## src/sv/pmvu_pkg.sv

```systemverilog
package pmvu_pkg;

  localparam int COUNT_BITS = 24;
  localparam int FRAC_BITS  = 24;
  localparam int DATA_W     = 64;
  localparam int VAR_W      = DATA_W - 1;

  // multiplier: one 8-bit digit of the second operand per cycle
  localparam int MUL_DIGIT  = 8;
  localparam int MUL_STEPS  = DATA_W / MUL_DIGIT;
  localparam int PROD_W     = 2 * DATA_W;

  // square root of v * 2^FRAC_BITS, radicand padded to an even width
  localparam int RAD_W      = ((VAR_W + FRAC_BITS + 1) / 2) * 2;
  localparam int ROOT_W     = RAD_W / 2;

  localparam int STEP_W     = $clog2(DATA_W);
  localparam int NUM_T      = 5;
  localparam int T_W        = $clog2(NUM_T);
  localparam int NUM_SRC    = 32;

  localparam int PROG_LEN   = 30;
  localparam int PC_W       = $clog2(PROG_LEN);
  localparam int PC_MEAN    = 7;
  localparam int PC_LAST    = PROG_LEN - 1;

  typedef enum logic [2:0] {
    OP_ADD,
    OP_SUB,
    OP_MUL,
    OP_MULF,
    OP_DIV
  } op_e;

  typedef enum logic [4:0] {
    SRC_N,
    SRC_S,
    SRC_U,
    SRC_V,
    SRC_PM,
    SRC_SM,
    SRC_UM,
    SRC_VM,
    SRC_PN,
    SRC_SN,
    SRC_UN,
    SRC_VN,
    SRC_NP,
    SRC_NP1,
    SRC_LPM,
    SRC_LPN,
    SRC_LN,
    SRC_N2,
    SRC_NDIFF,
    SRC_UP,
    SRC_T0,
    SRC_T1,
    SRC_T2,
    SRC_T3,
    SRC_T4
  } src_e;

  typedef enum logic [2:0] {
    DST_T0,
    DST_T1,
    DST_T2,
    DST_T3,
    DST_T4,
    DST_SP,
    DST_UP,
    DST_VP
  } dst_e;

  typedef struct packed {
    op_e  op;
    src_e sa;
    src_e sb;
    dst_e dst;
  } micro_t;

  typedef struct packed {
    logic   check;
    logic   start;
    micro_t uop;
    logic   commit;
    logic   root;
    logic   publish;
  } dp_cmd_t;

  typedef struct packed {
    logic done;
    logic err;
    logic np_one;
  } dp_status_t;

endpackage

```

## src/sv/pmvu_ctrl.sv

```systemverilog
module pmvu_ctrl import pmvu_pkg::*; (
  input  logic       clk_i,
  input  logic       rst_ni,
  input  logic       in_accept_i,
  input  logic       out_stall_i,
  input  dp_status_t status_i,
  output dp_cmd_t    cmd_o,
  output logic       in_stall_o,
  output logic       out_valid_o
);

  typedef enum logic [2:0] {
    S_IDLE,
    S_CHECK,
    S_ISSUE,
    S_WAIT,
    S_COMMIT,
    S_ROOT,
    S_ROOT_WAIT,
    S_OUT
  } state_e;

  state_e          state_q;
  logic [PC_W-1:0] pc_q;
  logic            out_valid_q;
  logic            publish;

  function automatic micro_t prog(input logic [PC_W-1:0] pc);
    micro_t m;
    m = '{OP_ADD, SRC_T0, SRC_T0, DST_T0};
    case (pc)
      PC_W'(0):  m = '{OP_SUB,  SRC_S,  SRC_SM,    DST_T0};
      PC_W'(1):  m = '{OP_ADD,  SRC_T0, SRC_SN,    DST_SP};
      PC_W'(2):  m = '{OP_MUL,  SRC_U,  SRC_N,     DST_T1};
      PC_W'(3):  m = '{OP_MUL,  SRC_UN, SRC_PN,    DST_T0};
      PC_W'(4):  m = '{OP_ADD,  SRC_T1, SRC_T0,    DST_T1};
      PC_W'(5):  m = '{OP_MUL,  SRC_UM, SRC_PM,    DST_T2};
      PC_W'(6):  m = '{OP_SUB,  SRC_T1, SRC_T2,    DST_T1};
      PC_W'(7):  m = '{OP_DIV,  SRC_T1, SRC_NP,    DST_UP};
      PC_W'(8):  m = '{OP_SUB,  SRC_UM, SRC_U,     DST_T0};
      PC_W'(9):  m = '{OP_MULF, SRC_T0, SRC_T0,    DST_T0};
      PC_W'(10): m = '{OP_MUL,  SRC_T0, SRC_PM,    DST_T0};
      PC_W'(11): m = '{OP_MUL,  SRC_VM, SRC_LPM,   DST_T1};
      PC_W'(12): m = '{OP_ADD,  SRC_T1, SRC_T0,    DST_T3};
      PC_W'(13): m = '{OP_SUB,  SRC_UN, SRC_UP,    DST_T0};
      PC_W'(14): m = '{OP_MULF, SRC_T0, SRC_T0,    DST_T0};
      PC_W'(15): m = '{OP_MUL,  SRC_T0, SRC_PN,    DST_T0};
      PC_W'(16): m = '{OP_MUL,  SRC_VN, SRC_LPN,   DST_T1};
      PC_W'(17): m = '{OP_ADD,  SRC_T1, SRC_T0,    DST_T4};
      PC_W'(18): m = '{OP_MUL,  SRC_U,  SRC_N2,    DST_T0};
      PC_W'(19): m = '{OP_SUB,  SRC_T0, SRC_T2,    DST_T0};
      PC_W'(20): m = '{OP_ADD,  SRC_U,  SRC_UP,    DST_T1};
      PC_W'(21): m = '{OP_MUL,  SRC_T1, SRC_NDIFF, DST_T1};
      PC_W'(22): m = '{OP_SUB,  SRC_T0, SRC_T1,    DST_T0};
      PC_W'(23): m = '{OP_SUB,  SRC_U,  SRC_UP,    DST_T1};
      PC_W'(24): m = '{OP_MULF, SRC_T1, SRC_T0,    DST_T0};
      PC_W'(25): m = '{OP_MUL,  SRC_V,  SRC_LN,    DST_T1};
      PC_W'(26): m = '{OP_ADD,  SRC_T1, SRC_T4,    DST_T1};
      PC_W'(27): m = '{OP_SUB,  SRC_T1, SRC_T3,    DST_T1};
      PC_W'(28): m = '{OP_ADD,  SRC_T1, SRC_T0,    DST_T1};
      PC_W'(29): m = '{OP_DIV,  SRC_T1, SRC_NP1,   DST_VP};
      default:   m = '{OP_ADD,  SRC_T0, SRC_T0,    DST_T0};
    endcase
    return m;
  endfunction

  assign publish = (state_q == S_OUT) && (!out_valid_q || !out_stall_i);

  always_comb begin
    cmd_o.check   = (state_q == S_CHECK);
    cmd_o.start   = (state_q == S_ISSUE);
    cmd_o.uop     = prog(pc_q);
    cmd_o.commit  = (state_q == S_COMMIT);
    cmd_o.root    = (state_q == S_ROOT);
    cmd_o.publish = publish;
  end

  assign in_stall_o  = (state_q != S_IDLE);
  assign out_valid_o = out_valid_q;

  always_ff @(posedge clk_i or negedge rst_ni) begin
    if (!rst_ni) begin
      state_q     <= S_IDLE;
      pc_q        <= '0;
      out_valid_q <= 1'b0;
    end else begin
      if (publish) begin
        out_valid_q <= 1'b1;
      end else if (!out_stall_i) begin
        out_valid_q <= 1'b0;
      end
      case (state_q)
        S_IDLE: begin
          if (in_accept_i) begin
            state_q <= S_CHECK;
          end
        end
        S_CHECK: begin
          pc_q <= '0;
          // empty total: skip the update, report the held state
          state_q <= status_i.err ? S_ROOT : S_ISSUE;
        end
        S_ISSUE: state_q <= S_WAIT;
        S_WAIT: begin
          if (status_i.done) begin
            if (pc_q == PC_W'(PC_LAST) || (pc_q == PC_W'(PC_MEAN) && status_i.np_one)) begin
              state_q <= S_COMMIT;
            end else begin
              pc_q    <= pc_q + PC_W'(1);
              state_q <= S_ISSUE;
            end
          end
        end
        S_COMMIT: state_q <= S_ROOT;
        S_ROOT:   state_q <= S_ROOT_WAIT;
        S_ROOT_WAIT: begin
          if (status_i.done) begin
            state_q <= S_OUT;
          end
        end
        S_OUT: begin
          if (publish) begin
            state_q <= S_IDLE;
          end
        end
        default: state_q <= S_IDLE;
      endcase
    end
  end

  a_one_cmd: assert property (@(posedge clk_i) disable iff (!rst_ni)
    $onehot0({cmd_o.check, cmd_o.start, cmd_o.commit, cmd_o.root, cmd_o.publish}))
    else $error("more than one datapath command at once");

  a_done_when_waiting: assert property (@(posedge clk_i) disable iff (!rst_ni)
    status_i.done |-> (state_q == S_WAIT || state_q == S_ROOT_WAIT))
    else $error("unit done while controller not waiting");

  a_publish_free: assert property (@(posedge clk_i) disable iff (!rst_ni)
    cmd_o.publish |-> !(out_valid_q && out_stall_i))
    else $error("result overwritten while still held");

endmodule

```

## config.mk

```make
export PLATFORM = sky130hd
export DESIGN_NAME = pmvu_ctrl
export DESIGN_NICKNAME = d
export VERILOG_FILES = /design/src/sv/pmvu_pkg.sv /design/src/sv/pmvu_ctrl.sv
export SDC_FILE = /design/constraint.sdc
export NUM_CORES = 1
export LEC_CHECK = 0
export BUFFER_PORTS_ARGS = -buffer_cell sky130_fd_sc_hd__buf_2
export CAP_MARGIN = 20
export CORE_UTILIZATION = 50
export CTS_BUF_LIST = sky130_fd_sc_hd__clkbuf_4
export CTS_CLUSTER_DIAMETER = 150
export DETAILED_ROUTE_END_ITERATION = 10
export MAX_ROUTING_LAYER = met4
export PLACE_DENSITY = 0.75
export SYNTH_ARGS = -nofsm -noshare
export SYNTH_HDL_FRONTEND = slang
export SYNTH_SLANG_ARGS = --single-unit
```

## constraint.sdc

```tcl
create_clock -name clk_i -period 4.2 [get_ports clk_i]
set_input_delay 0.63 -clock clk_i [delete_from_list [all_inputs] [get_ports clk_i]]
set_output_delay 0.63 -clock clk_i [all_outputs]
set_load 0.1 [all_outputs]
```

# --- Yosys cells after proc, flatten, opt, wreduce, memory -nomap -nowiden ---
# Memory sizes are Yosys's and may differ from the RTL's.
# Index checks and enable logic that the tools add are counted.
op_classes:
  add_sub_neg: 1
  eq_ne: 15
  muxes: 12
  reduce_logical: 11
ops:
  columns: ["cell", "n"]
  rows:
  - ["$pmux 3 s8", 1]
  - ["$mux 3", 6]
  - ["$eq 3x3->1 const B", 4]
  - ["$mux 5", 2]
  - ["$ne 2x2->1 const B", 5]
  - ["$pmux 5 s2", 1]
  - ["$eq 3x2->1 const B", 2]
  - ["$add 5x1->5 const B", 1]
  - ["$eq 5x3->1 const B", 1]
  - ["$eq 5x5->1 const B", 1]
  - ["$reduce_and 4->1", 1]
  - ["$eq 3x1->1 const B", 1]
  - ["$logic_not 3->1", 1]
  - ["$reduce_and 3->1", 1]
  - ["$reduce_bool 3->1", 1]
  - ["$logic_and 1x1->1", 2]
  - ["$logic_not 1->1", 2]
  - ["$logic_or 1x1->1", 2]
  - ["$mux 1", 2]
  - ["$ne 2x1->1 const B", 1]
  - ["$reduce_bool 2->1", 1]
totals:
  regBits: 9
  mem_bits_ro: 512
  inputBits: 7
  out_inout_bits: 23
  word_cells: 43
  mem_count: 1
memory_table:
  columns: ["memory", "depth", "width", "read_ports", "rd_ports_with_merged_regs", "write_ports", "line", "source"]
  rows:
  - ["(no name shown)", 32, 16, 1, 0, 0, "pmvu_ctrl.sv:31", "case (pc)"]

# --- Depth between registers and ports, before layout ---
# Gate-level depths: netlist (run 1).
depth:
  ltp_word: 6
  depth_mapped: 7
  depth_no_buf: 6

# --- Worst setup path before layout (run 1) ---
# OpenSTA, ideal clock, no wires.
synth_path:
  kind: "reg2out"
  startpoint: "register pc_q[1]"
  endpoint: "output cmd_o[5] in the netlist's numbering"
  arrival_ns: 3.962
  required_ns: 3.570
  setup_slack_ns: -0.392
  path_stages_with_launch: 7
  path_buffers: 1
  cell_sequence: "dfrtp_1 > clkinv_1 > ha_1 > buf_2 > nand2_1 > o21ai_0 > a21o_1"
synth_rtl:
  columns: ["element", "line", "source"]
  rows:
  - ["start, declared", "pmvu_ctrl.sv:24", "logic [PC_W-1:0] pc_q;"]
  - ["start signal, assigned", "pmvu_ctrl.sv:109", "pc_q <= pc_q + PC_W'(1);"]
  - ["end, declared", "pmvu_ctrl.sv:7", "output dp_cmd_t cmd_o,"]

==> results of run 1 <==
[kinds of logic after synthesis]
group	Yosys count	share of synthesized area
flops	9	0.169
fa+ha+maj	10	0.0942
compound gates	66	0.321
mux	4	0.0490
simple gates	69	0.257
xor+xnor	1	0.00659
buf+inv	28	0.103
[cell usage in the layout (no fill, tap or decap), drive strengths merged, types with 8 or more instances in the layout]
cell / n
nand3: 9
nor2: 13
o21ai: 18
nor3: 9
a21oi: 18
dfrtp: 9
inv: 8
ha: 10
nand2: 19
buf: 31
[per-stage QoR]
step           hold slack, ns   util
2_1_floorplan           0.334      -
6_report                0.203  0.590
5_1_grt                 0.213  0.590
3_3_place_gp            0.491  0.567
4_1_cts                 0.202  0.579
3_5_place_dp            0.496  0.567
[path summary, 6_finish.rpt]
path | cells after the start | to | slack [ns] | startpoint
min in group clk_i | 2 | out_valid_o | 0.56 | out_valid_o
worst max-delay path | 6 | cmd_o[9] | 0.82 | pc_q[1]
worst min register to register | 2 | out_valid_o | 0.56 | out_valid_o
max in group asynchronous | 1 | pc_q[0] | 3.82 | rst_ni
worst max register to register | 6 | pc_q[0] | 1.95 | pc_q[1]
worst min-delay path | 1 | pc_q[3] | 0.20 | rst_ni
[cells in the mapped netlist (all sizes together), types with 5 or more instances]
cell / n / area share
nand2: 19 / 0.054
a21oi: 18 / 0.068
o21ai: 18 / 0.071
buf: 14 / 0.063
nor2: 13 / 0.037
ha: 10 / 0.094
dfrtp: 9 / 0.17
nand3: 9 / 0.034
nor3: 9 / 0.034
inv: 8 / 0.023
a211oi: 6 / 0.034
clkbuf: 5 / 0.014
[worst max-delay path: stages (launching register included)]
cell and delay [ns]:
dfrtp_1 0.53, clkinv_1 0.37, ha_1 0.44, nand2_1 0.21, o21ai_0 0.15, mux4_2 0.47
buf_2 0.30
[per-layer routing]
metal | up-vias | global-route usage | share of wire
met1 | 653 | 0.351 | 0.45
met5 | - | - | 0
met2 | 47 | 0.367 | 0.49
met4 | 0 | 0.132 | 0.022
li1 | 718 | - | -
met3 | 9 | 0.0198 | 0.041
[area by class of cell]
cell class / instances / area [µm²]
Fill cell: 240 / 1030
Multi-Input combinational cell: 150 / 967
Sequential cell: 9 / 225
Timing Repair Buffer: 31 / 180
Tap cell: 30 / 37.5
Inverter: 9 / 33.8
Clock buffer: 4 / 30.0
[registers in the layout (all words and copies together), names as in the netlist]
signal,count
out_valid_o,1
state_q,3
pc_q,5
==> impl_results.md, run 1 <==
- Area grow syn2layout: 10.9%
- Clock buffer depth: 2
- Max_cap viols: 0
- Starting Density: 0.532
- DRC viols: 0
- Predominant post-synthesis flop cell: dfrtp_1
- Row Count: 18
- Max Clock Skew: 0.00122 ns
- Sequential share of the synthesized area: 0.169
- Dpl cell area: 1420 µm²
- Tightest Hold Check Type: primary input to async pin
- Worst EP required: 3.57 ns
- # hold bufs at CTS: 0
- Post-synth EDFFs: 0
- Routed Antenna Nets: 0
- Number of detailed-route iterations in the first pass: 4
- Yosys warns: 0
- Post-detail-place hpwl: 2430 µm
- DR iter-0 viols: 54
- F_max: 296 MHz
- Fin nets: around 220
- Crit path capture type: output pin
- Setup Total Neg Slack: 0 ns
- Post-place setup slack: between 1 and 1.5 ns
- Die height: 53.6 µm
- Post_cts resized: 0
- Crit path DAT: 2.75 ns
- Largest net degree at the start of global routing: 44
- Final GP Congestion: 0.953
- # diodes: 0
- PortBufs: 29
- Share of flip-flops with an asynchronous set or reset: 1.00
- Clock sinks: 9
- Die area: 2870 µm²
- Layout cells sized above 1: 0.192
- Clk_lat worst skew: 0.27 ns
- Htree depth: 1
- Critical Path Start Type: register
- Slew Limit Headroom: 0.465
- Max-slew violation count: 0
- Core area: roughly 2500 µm²
- Worst setup margin: approximately 0.82 ns
- Setup Buffers After CTS: 0
- Overall global routing resource usage: 0.254
- Clock transition at path regs: 0.06 ns
- RSZ-0062 raised after global routing: no
- Syn nets: about 200
- Status: finished, final reports clean
- Worst setup path class: register to output pin
- Via count: 1427
- Final setup violation count: 0
- Post-Route WL: roughly 3400 µm
- IO Pins: 30
- Final min period: 3.38 ns
- Post-DR wirelength/cell: ~14 µm
- Final Instance Count excl. Fillers: 233
- Finished layout cell area: 1470 µm²
- First-pass GRT wire length: 5210 µm
- Grt total ovfl: 0
- Yosys cell types: 45
- CTS Buf Count: 3
- Post-Synthesis Cell Area: 1330 µm²
- Hold Violations, Final: 0
- Placed Instances: 228
- Clk root buf: clkbuf_4
- FF+latch count, synth: 9
- Syn Inst Count: roughly 190
- Avg Cell Area, Syn: 7.11 µm²
- Initial antenna violation count: 0
- Fin crit share: 0.805
- Vias/cell: slightly above 6
- CTS tree: done
- Vias in the first global route: 1132
- Critical path fanouts, max: 11
- Actual slew at the worst max-slew pin: 0.802 ns
- Die X: approximately 54 µm
Power of run 1 is left out: the tool's default activity adds up to more than one toggle a clock period on the data nets, which glitch-free logic cannot reach.
==> run 2, diff against run 1 <==
--- a/config.mk
+++ b/config.mk
@@ -12,7 +12,7 @@
 export CTS_CLUSTER_DIAMETER = 150
 export DETAILED_ROUTE_END_ITERATION = 10
 export MAX_ROUTING_LAYER = met4
-export PLACE_DENSITY = 0.75
+export PLACE_DENSITY = 0.78
 export SYNTH_ARGS = -nofsm -noshare
 export SYNTH_HDL_FRONTEND = slang
 export SYNTH_SLANG_ARGS = --single-unit
==> constraint.sdc (replaced) <==
create_clock -name clk_i -period 2.8 [get_ports clk_i]
set_input_delay 0.42 -clock clk_i [delete_from_list [all_inputs] [get_ports clk_i]]
set_output_delay 0.42 -clock clk_i [all_outputs]
set_load 0.1 [all_outputs]
==> run 2 against run 1 <==
Compared with the run above: flip-flop and latch count did not move; register-to-register slack got worse by 1.1 ns; critical path depth rose by 2; routed wire length rose by 16%; sequential share of layout area fell by 1.9 points; non-clock buffer count rose by 7; global-route usage rose by 5.7 points; largest cell class unchanged.
==> impl_results.md, run 2 (same netlist as run 1, synthesis figures left out) <==
- Status: finished, final reports clean (unchanged)
- Via count: 1565 (was 1427)
- CTS Buf Count: 3 (unchanged)
- Clk_lat worst skew: 0.27 ns (about the same)
- Family with the most delay on the worst path: adder cells (was buffers and inverters)
- Die X: 53.6 µm (unchanged)
- Most common cell on crit path: ha_1
- Placed Instances: 235 (was 228)
- Clock sinks: 9 (unchanged)
- Post-place setup slack: 0.270 ns (was 1.11 ns)
- Max_cap viols: 0 (unchanged)
- Vias/cell: 6.52 (was 6.12)
- Final GP Congestion: 0.943 (was 0.953)
- Starting Density: 0.532 (unchanged)
- Tightest Hold Check Type: primary input to register (was primary input to async pin)
- Most common cell after layout, fill and taps aside: buf_2 (unchanged)
- Post-Route WL: 3910 µm (was 3370 µm)
- Grt total ovfl: 0 (unchanged)
- Number of flip-flops in the largest register: 5 (unchanged)
- Die area: 2870 µm² (unchanged)
- Final min period: 2.69 ns
- CTS tree: done (unchanged)
- # diodes: 0 (unchanged)
- Critical path fanouts, max: 10 (was 11)
- Setup Buffers After CTS: 0 (unchanged)
- Number of detailed-route iterations in the first pass: 5 (was 4)
- First-pass GRT wire length: 6230 µm (was 5210 µm)
- Area grow syn2layout: 27.0% (was 10.9%)
- Hold Violations, Final: 0 (unchanged)
- Most frequent cells in the layout: buf_2, nand2_1, a21oi_1, o21ai_0, nor2_1 (unchanged)
- Layout cells sized above 1: 0.300 (was 0.192)
- Final Instance Count excl. Fillers: 240 (was 233)
- Core area: 2500 µm² (unchanged)
- Htree depth: 1 (unchanged)
- Fin nets: 228 (was 221)
- Critical Path Max Stage Delay: 0.38 ns (was 0.53 ns)
- Worst-path cell chain: buf_4, ha_1, ha_1, a21oi_1, nand2_1, o211ai_1, o31ai_4, clkbuf_4 (was clkinv_1, ha_1, nand2_1, o21ai_0, mux4_2, buf_2)
- FILL cells: 217 (was 240)
- Fin crit share: 0.962
- Slew Limit Headroom: 0.611 (was 0.465)
- Worst EP required: 2.38 ns (was 3.57 ns)
- PortBufs: 29 (unchanged)
- Critical Path Start Type: register (unchanged)
- F_max: 371 MHz
- Worst setup margin: 0.107 ns (was 0.819 ns)
- IO Pins: 30 (unchanged)
- DRC viols: 0 (unchanged)
- Overall global routing resource usage: 0.311 (was 0.254)
- Initial antenna violation count: 0 (unchanged)
- CP max stage cell: dfrtp_1 (unchanged)
- Multi-input logic area: 1050 µm² (was 967 µm²)
- Crit path capture type: output pin (unchanged)
- Largest net degree at the start of global routing: 34 (was 44)
- Vias in the first global route: 1324 (was 1132)
- Max-slew violation count: 0 (unchanged)
- Post-detail-place hpwl: 2790 µm (was 2430 µm)
- Clk root buf: clkbuf_4 (unchanged)
- Clock transition at path regs: 0.06 ns (about the same)
- Worst path bufs/invs: 2 (unchanged)
- Actual slew at the worst max-slew pin: 0.584 ns (was 0.802 ns)
- Largest Register: pc_q (unchanged)
- Post-DR wirelength/cell: 16.3 µm (was 14.5 µm)
- DR iter-0 viols: 94 (was 54)
- FF+latch area: 226 µm² (was 225 µm²)
- Worst setup path class: register to output pin (unchanged)
- Clock buffer depth: 2 (unchanged)
- Final setup violation count: 0 (unchanged)
- Row Count: 18 (unchanged)
- Crit path DAT: 2.27 ns (was 2.75 ns)
- Routed Antenna Nets: 0 (unchanged)
- Max Clock Skew: 0.00275 ns (was 0.00122 ns)
- Die height: 53.6 µm (unchanged)
- Hold WS: 0.431 ns (was 0.203 ns)
## run 2: changes by cell type in the layout (fill, tap and decap cells not counted), moves of 2 or more
cell,change
buf_4,+8
clkbuf_4,+2
ha_1,-2
buf_2,-9
a21oi_1,-4
ha_2,+2
buf_12,+6
o21ai_0,-3
o21ai_2,+4
a21oi_2,+3
## run 2: area by class of cell
| cell class | count | share of cell area |
|---|---|---|
| multi-input cells | 150 | 0.620 |
| repair buffers | 38 | 0.185 |
| flip-flops and latches | 9 | 0.134 |
| well taps | 30 | 0.0222 |
| inverters | 9 | 0.0200 |
| clock buffers | 4 | 0.0178 |
## run 2: per-layer routing
layer,vias to the layer above,share of wire,GRT usage
met4,0,0.021,0.123
met1,743,0.43,0.418
met2,83,0.46,0.454
met5,-,0,-
li1,727,-,-
met3,12,0.081,0.0650
## run 2: path summary, 6_finish.rpt
check                                   end  slack [ns]   startpoint  cells after the start
worst max-delay path              cmd_o[11]        0.11      pc_q[1]                      8
worst max register to register      pc_q[0]        0.85      pc_q[3]                      5
min in group asynchronous        state_q[0]        0.53       rst_ni                      2
worst min-delay path            out_valid_o        0.43  out_stall_i                      3
max in group asynchronous           pc_q[3]        2.07       rst_ni                      2
worst min register to register  out_valid_o        0.56  out_valid_o                      2
## run 2: worst min-delay path, stage by stage
cell,delay [ns]
buf_2,0.09
nand2_1,0.09
nand2_1,0.07
## run 2: metrics by stage
step	cell area, µm²	util	setup TNS [ns]
3_3_place_gp	1630	0.650	0
5_1_grt	1690	0.675	-0.0170
2_1_floorplan	1400	-	-0.278
6_report	1690	0.675	0
4_1_cts	1670	0.667	0
3_5_place_dp	1630	0.650	0
## run 2: timing repair
action                     in CTS  in global routing
hold endpoints to repair        9                  0
setup endpoints to repair       1                  8
hold buffers                    1                  0
gates resized for setup         1                  8
Power of run 2 is left out for the same reason.
